`config.mk`:
```
export PLATFORM = sky130hd
export DESIGN_NAME = binary_to_decimal_ascii
export DESIGN_NICKNAME = d
export VERILOG_FILES = /design/src/b2da_pkg.sv /design/src/b2da_dabble.sv /design/src/binary_to_decimal_ascii.sv
export SDC_FILE = /design/constraint.sdc
export NUM_CORES = 1
export LEC_CHECK = 0
export BUFFER_PORTS_ARGS = -buffer_cell sky130_fd_sc_hd__buf_2
export CAP_MARGIN = 20
export CORE_ASPECT_RATIO = 0.6
export CORE_UTILIZATION = 40
export DETAILED_ROUTE_END_ITERATION = 10
export PLACE_DENSITY_LB_ADDON = 0.25
export SLEW_MARGIN = 40
export SYNTH_ARGS = -nofsm -noshare
export SYNTH_HDL_FRONTEND = slang
export SYNTH_SLANG_ARGS = --single-unit
```
`constraint.sdc`:
```
create_clock -name clk -period 3.3 [get_ports clk]
set_input_delay 0.495 -clock clk [delete_from_list [all_inputs] [get_ports clk]]
set_output_delay 0.495 -clock clk [all_outputs]
set_load 0.005 [all_outputs]
```
`src/b2da_pkg.sv`:
```
`default_nettype none

package b2da_pkg;

	localparam int unsigned BinWidth  = 32;
	localparam int unsigned NumDigits = 10;
	localparam int unsigned BcdWidth  = 4 * NumDigits;
	localparam int unsigned CntWidth  = $clog2(BinWidth);
	localparam int unsigned IdxWidth  = $clog2(NumDigits);

	localparam logic [1:0] AsciiZeroHi = 2'b11;

	typedef enum logic [1:0] {
		ST_IDLE,
		ST_CONV,
		ST_COUNT,
		ST_EMIT
	} b2da_state_t;

	typedef logic [BcdWidth-1:0] b2da_bcd_t;

endpackage

`default_nettype wire

```
`src/b2da_dabble.sv`:
```
`default_nettype none

module b2da_dabble
	import b2da_pkg::*;
(
	input  wire b2da_bcd_t bcd_in,
	input  wire            bit_in,
	output b2da_bcd_t      bcd_out
);

	b2da_bcd_t adj;

	always_comb begin
		for (int i = 0; i < NumDigits; i++) begin
			if (bcd_in[4*i +: 4] >= 4'd5) begin
				adj[4*i +: 4] = bcd_in[4*i +: 4] + 4'd3;
			end else begin
				adj[4*i +: 4] = bcd_in[4*i +: 4];
			end
		end
	end

	assign bcd_out = {adj[BcdWidth-2:0], bit_in};

endmodule

`default_nettype wire

```
`src/binary_to_decimal_ascii.sv`:
```
// The first digit beat follows the conversion pass and the count state, then one digit per cycle.
// Each value yields 1 to 10 digits; a new value is taken only when idle, after the last digit.
// The conversion makes one shift-and-adjust pass of the shared BCD unit per input bit.
// Digits leave as single-cycle strobes; the receiver cannot stall them.
// Reset (arst_n low, asynchronous) returns the sequencer to idle with busy low.
`default_nettype none

module binary_to_decimal_ascii
	import b2da_pkg::*;
(
	input  wire                  clk,
	input  wire                  arst_n,
	input  wire                  start,
	output logic                 busy,
	input  wire [BinWidth-1:0]   value,
	output logic                 strobe,
	output logic [5:0]           digit_char,
	output logic                 last
);

	b2da_state_t         state_q, state_d;
	logic [BinWidth-1:0] bin_q;
	b2da_bcd_t           bcd_q;
	b2da_bcd_t           bcd_next;
	logic [CntWidth-1:0] cnt_q;
	logic [IdxWidth-1:0] idx_q;
	logic [IdxWidth-1:0] top_idx;
	logic [3:0]          cur_digit;

	b2da_dabble u_dabble (
		.bcd_in  (bcd_q),
		.bit_in  (bin_q[BinWidth-1]),
		.bcd_out (bcd_next)
	);

	always_comb begin
		top_idx = '0;
		for (int i = 0; i < NumDigits; i++) begin
			if (bcd_q[4*i +: 4] != 4'd0) begin
				top_idx = IdxWidth'(i);
			end
		end
	end

	assign cur_digit = bcd_q[4*idx_q +: 4];

	always_ff @(posedge clk or negedge arst_n) begin
		if (!arst_n) begin
			state_q <= ST_IDLE;
		end else begin
			state_q <= state_d;
		end
	end

	always_comb begin
		state_d = state_q;
		case (state_q)
			ST_IDLE: begin
				if (start) state_d = ST_CONV;
			end
			ST_CONV: begin
				if (cnt_q == CntWidth'(BinWidth - 1)) state_d = ST_COUNT;
			end
			ST_COUNT: begin
				state_d = ST_EMIT;
			end
			ST_EMIT: begin
				if (idx_q == '0) state_d = ST_IDLE;
			end
			default: begin
				state_d = ST_IDLE;
			end
		endcase
	end

	always_ff @(posedge clk) begin
		case (state_q)
			ST_IDLE: begin
				bin_q <= value;
				bcd_q <= '0;
				cnt_q <= '0;
			end
			ST_CONV: begin
				bcd_q <= bcd_next;
				bin_q <= {bin_q[BinWidth-2:0], 1'b0};
				cnt_q <= cnt_q + 1'b1;
			end
			ST_COUNT: begin
				idx_q <= top_idx;
			end
			ST_EMIT: begin
				idx_q <= idx_q - 1'b1;
			end
			default: begin
				cnt_q <= '0;
			end
		endcase
	end

	assign busy       = (state_q != ST_IDLE);
	assign strobe     = (state_q == ST_EMIT);
	assign digit_char = {AsciiZeroHi, cur_digit};
	assign last       = strobe && (idx_q == '0);

	a_strobe_busy: assert property (@(posedge clk) disable iff (!arst_n)
		strobe |-> busy)
		else $error("digit beat outside a busy period");

	a_last_ends: assert property (@(posedge clk) disable iff (!arst_n)
		last |=> !busy && !strobe)
		else $error("run continues after last digit");

	a_accept_busy: assert property (@(posedge clk) disable iff (!arst_n)
		(start && !busy) |=> busy && !strobe)
		else $error("accepted value did not start conversion");

	a_digit_range: assert property (@(posedge clk) disable iff (!arst_n)
		strobe |-> (digit_char[3:0] <= 4'd9))
		else $error("digit out of decimal range");

	a_no_early_emit: assert property (@(posedge clk) disable iff (!arst_n)
		(state_q == ST_CONV) |=> !strobe)
		else $error("digit emitted before conversion finished");

endmodule

`default_nettype wire

```
==> impl_metrics.yaml <==
outcome:
  outcome: "complete, no violations"
yosys:
  ys_top_cells_by_area: "edfxtp_1, mux2_2, ha_1, xnor2_1, nor2_1"
  synth_top_cell_area_share: 0.515
  ys_seq_area_frac: 0.526
  synth_flop_cell: "edfxtp_1"
  synth_cells: 396
  synth_area_sq_mm: 0.00472
  async_reset_ff_frac: 0.0241
  ys_warn_count: 0
  yosysTopAreaCell: "edfxtp_1"
  avgSynthCellArea_sq_um: 11.9
  synth_cell_types: 43
  synth-edff-count: 81
  synth-seq-cells: 83
worst_setup_path:
  startpoint_type: "flip-flop"
  critical_path_arrival_ns: 2.12
  required_ns: 2.80
  path_max_fanout: 11
  critPathKind: "reg2out"
  endpoint_kind: "output pin"
timing:
  min_period_ns: 2.62
  setup_viol: 0
  clock_skew_ns: 0.00694
  slew_headroom: 0.639
  slew_violations: 0
  fin_crit_sh: 0.794
  hold_viol: 0
  tns_ns: 0
  worst_slew_pin_slew_ns: 0.541
  grt_setup_unrepaired: "false"
  clock.fmax_ghz: 0.382
placed_design:
  place_hpwl_mm: 6.39
  place_area_sq_mm: 0.00510
  numPortBuffers: 41
  place.gp.congestion: 0.767
grt:
  grt_usage: 0.165
  grt_max_degree: 45
  grt_pass1_wl_mm: 15.4
  antenna_found_initial: 0
  grt_pass1_vias: 3040
  grt_overflow_total: 0
final_layout:
  n_antenna_cell: 0
  drive_gt1_frac: 0.234
  fin_util: 0.475
  stdcell_area_sq_mm: 0.00542
  fin_nets: 501
  fillers: 1049
  area_growth_pct: 14.8
die:
  fp.dieH_um: 86.2
  rows: 30
  start_util: 0.414
  core_area_sq_mm: 0.0114
  die_area_sq_mm: 0.0123
  pin_count: 44
  dieWidth_um: 142
clocking:
  clockBufferDepth: 2
  cts_resized: 0
  cts_tree: "built"
  cts_buffers: 9
  htreeDepth: 3
  clk_latency_ns: 0.34
  cts-root-buf: "clkbuf_16"
  clk_pin_slew_worst_paths_ns: 0.06
  cts.sinks: 83
route:
  drt_iter0_drc: 200
  post_drt_via_cell_ratio: 5.12
  drc: 0
  vias: 3093
  routedWlPerCell_um: 15.4
  drt_wl_total_mm: 9.30
  ant_nets: 0
  first_pass_iters: 4
power_and_ir_drop:
  ir_worst_vdd_mv: 0.607
  power-per-cell-area_mw_per_mm2: 1120
  leakage_nw: 2.15
job:
  cap_violations: 0
min_path:
  min_path_type: "in2reg"
-- report_power, final --
part	leakage (nW)	internal, mW	switching [mW]
combinational	1.18	1.14	1.35
sequential	0.827	2.03	0.539
clock	0.140	0.593	0.430
-- worst paths after layout --
check | start | end | slack (ns) | cells past startpoint
worst min register to register | bin_q[31] | bcd_q[0] | 0.53 | 1
worst max-delay path | idx_q[0] | digit_char[0] | 0.68 | 5
worst max register to register | idx_q[0] | state_q[1] | 1.21 | 7
max in group asynchronous | arst_n | state_q[0] | 2.73 | 2
worst min-delay path | value[0] | bin_q[0] | 0.45 | 2
min in group asynchronous | arst_n | state_q[1] | 0.47 | 2
-- registers in the layout (all words and copies together), names as in the netlist --
signal	flops
state_q	2
bin_q	32
bcd_q	40
cnt_q	5
idx_q	4
-- stage by stage --
stage	std cells	worst slack (ns)	hold slack, ns	power (mW)
final	604	0.680	0.450	6.08
after global routing	604	0.522	0.449	6.56
after CTS	603	0.329	0.443	6.13
after detailed placement	586	0.708	0.290	5.08
after global placement	586	0.772	0.282	4.98
after floorplan	397	0.0571	0.199	4.38
-- final cells by class --
cell class              count  area [sq um]  area share
multi-input cells         271          2070       0.382
well taps                 160           200      0.0369
inverters                  28           105      0.0194
repair buffers             46           262      0.0482
clock buffers              10           229      0.0422
clock inverters             6          71.3      0.0131
flip-flops and latches     83          2480       0.458
-- timing repair --
action	in CTS	in global routing
buffers inserted	0	0
hold endpoints to repair	2	0
hold buffers	1	0
-- cell usage in the layout, fill, tap and decap left out, types with 3 or more instances in the layout --
| master | n |
|---|---|
| a211oi_1 | 12 |
| a21o_1 | 8 |
| a21oi_1 | 18 |
| and2_1 | 4 |
| and3_1 | 10 |
| buf_2 | 41 |
| clkbuf_16 | 9 |
| edfxtp_1 | 81 |
| ha_1 | 26 |
| inv_1 | 27 |
| mux2_2 | 32 |
| mux2i_1 | 6 |
| mux4_2 | 5 |
| nand2_1 | 27 |
| nand2b_1 | 12 |
| nand3_1 | 5 |
| nor2_1 | 40 |
| nor3b_1 | 5 |
| o21ai_0 | 13 |
| o22ai_1 | 3 |
| xnor2_1 | 21 |
-- cells in the mapped netlist (10+ instances only) --
master / instances
a211oi_1: 12
a21oi_1: 18
and3_1: 10
edfxtp_1: 81
ha_1: 27
inv_1: 27
mux2_2: 32
nand2_1: 28
nand2b_1: 12
nor2_1: 40
o21ai_0: 13
xnor2_1: 21
-- worst max-delay path, cell delays in order, from the launching register on --
cell and delay [ns]:
edfxtp_1 0.57, buf_6 0.23, mux4_2 0.51, a211oi_1 0.24, a21oi_1 0.07, buf_2 0.15
-- kinds of logic after synthesis --
family	count (synthesis)	synth area share
flip-flops	83	0.526
AO/OA/AOI/OAI	61	0.0813
XOR/XNOR	23	0.0427
multiplexers	44	0.118
buffers and inverters	43	0.0381
other	1	0.000794
adder cells (fa/ha/maj)	27	0.0715
AND/OR/NAND/NOR	114	0.122
-- layer usage --
| metal | GRT usage | wire (um) | vias up |
|---|---|---|---|
| met5 | 0 | 0 | - |
| met4 | 0.0508 | 78 | 0 |
| met3 | 0.0398 | 478 | 7 |
| met2 | 0.251 | 4020 | 71 |
| met1 | 0.233 | 4730 | 1507 |
| li1 | - | - | 1508 |
Power figures use the tool's default switching activity.
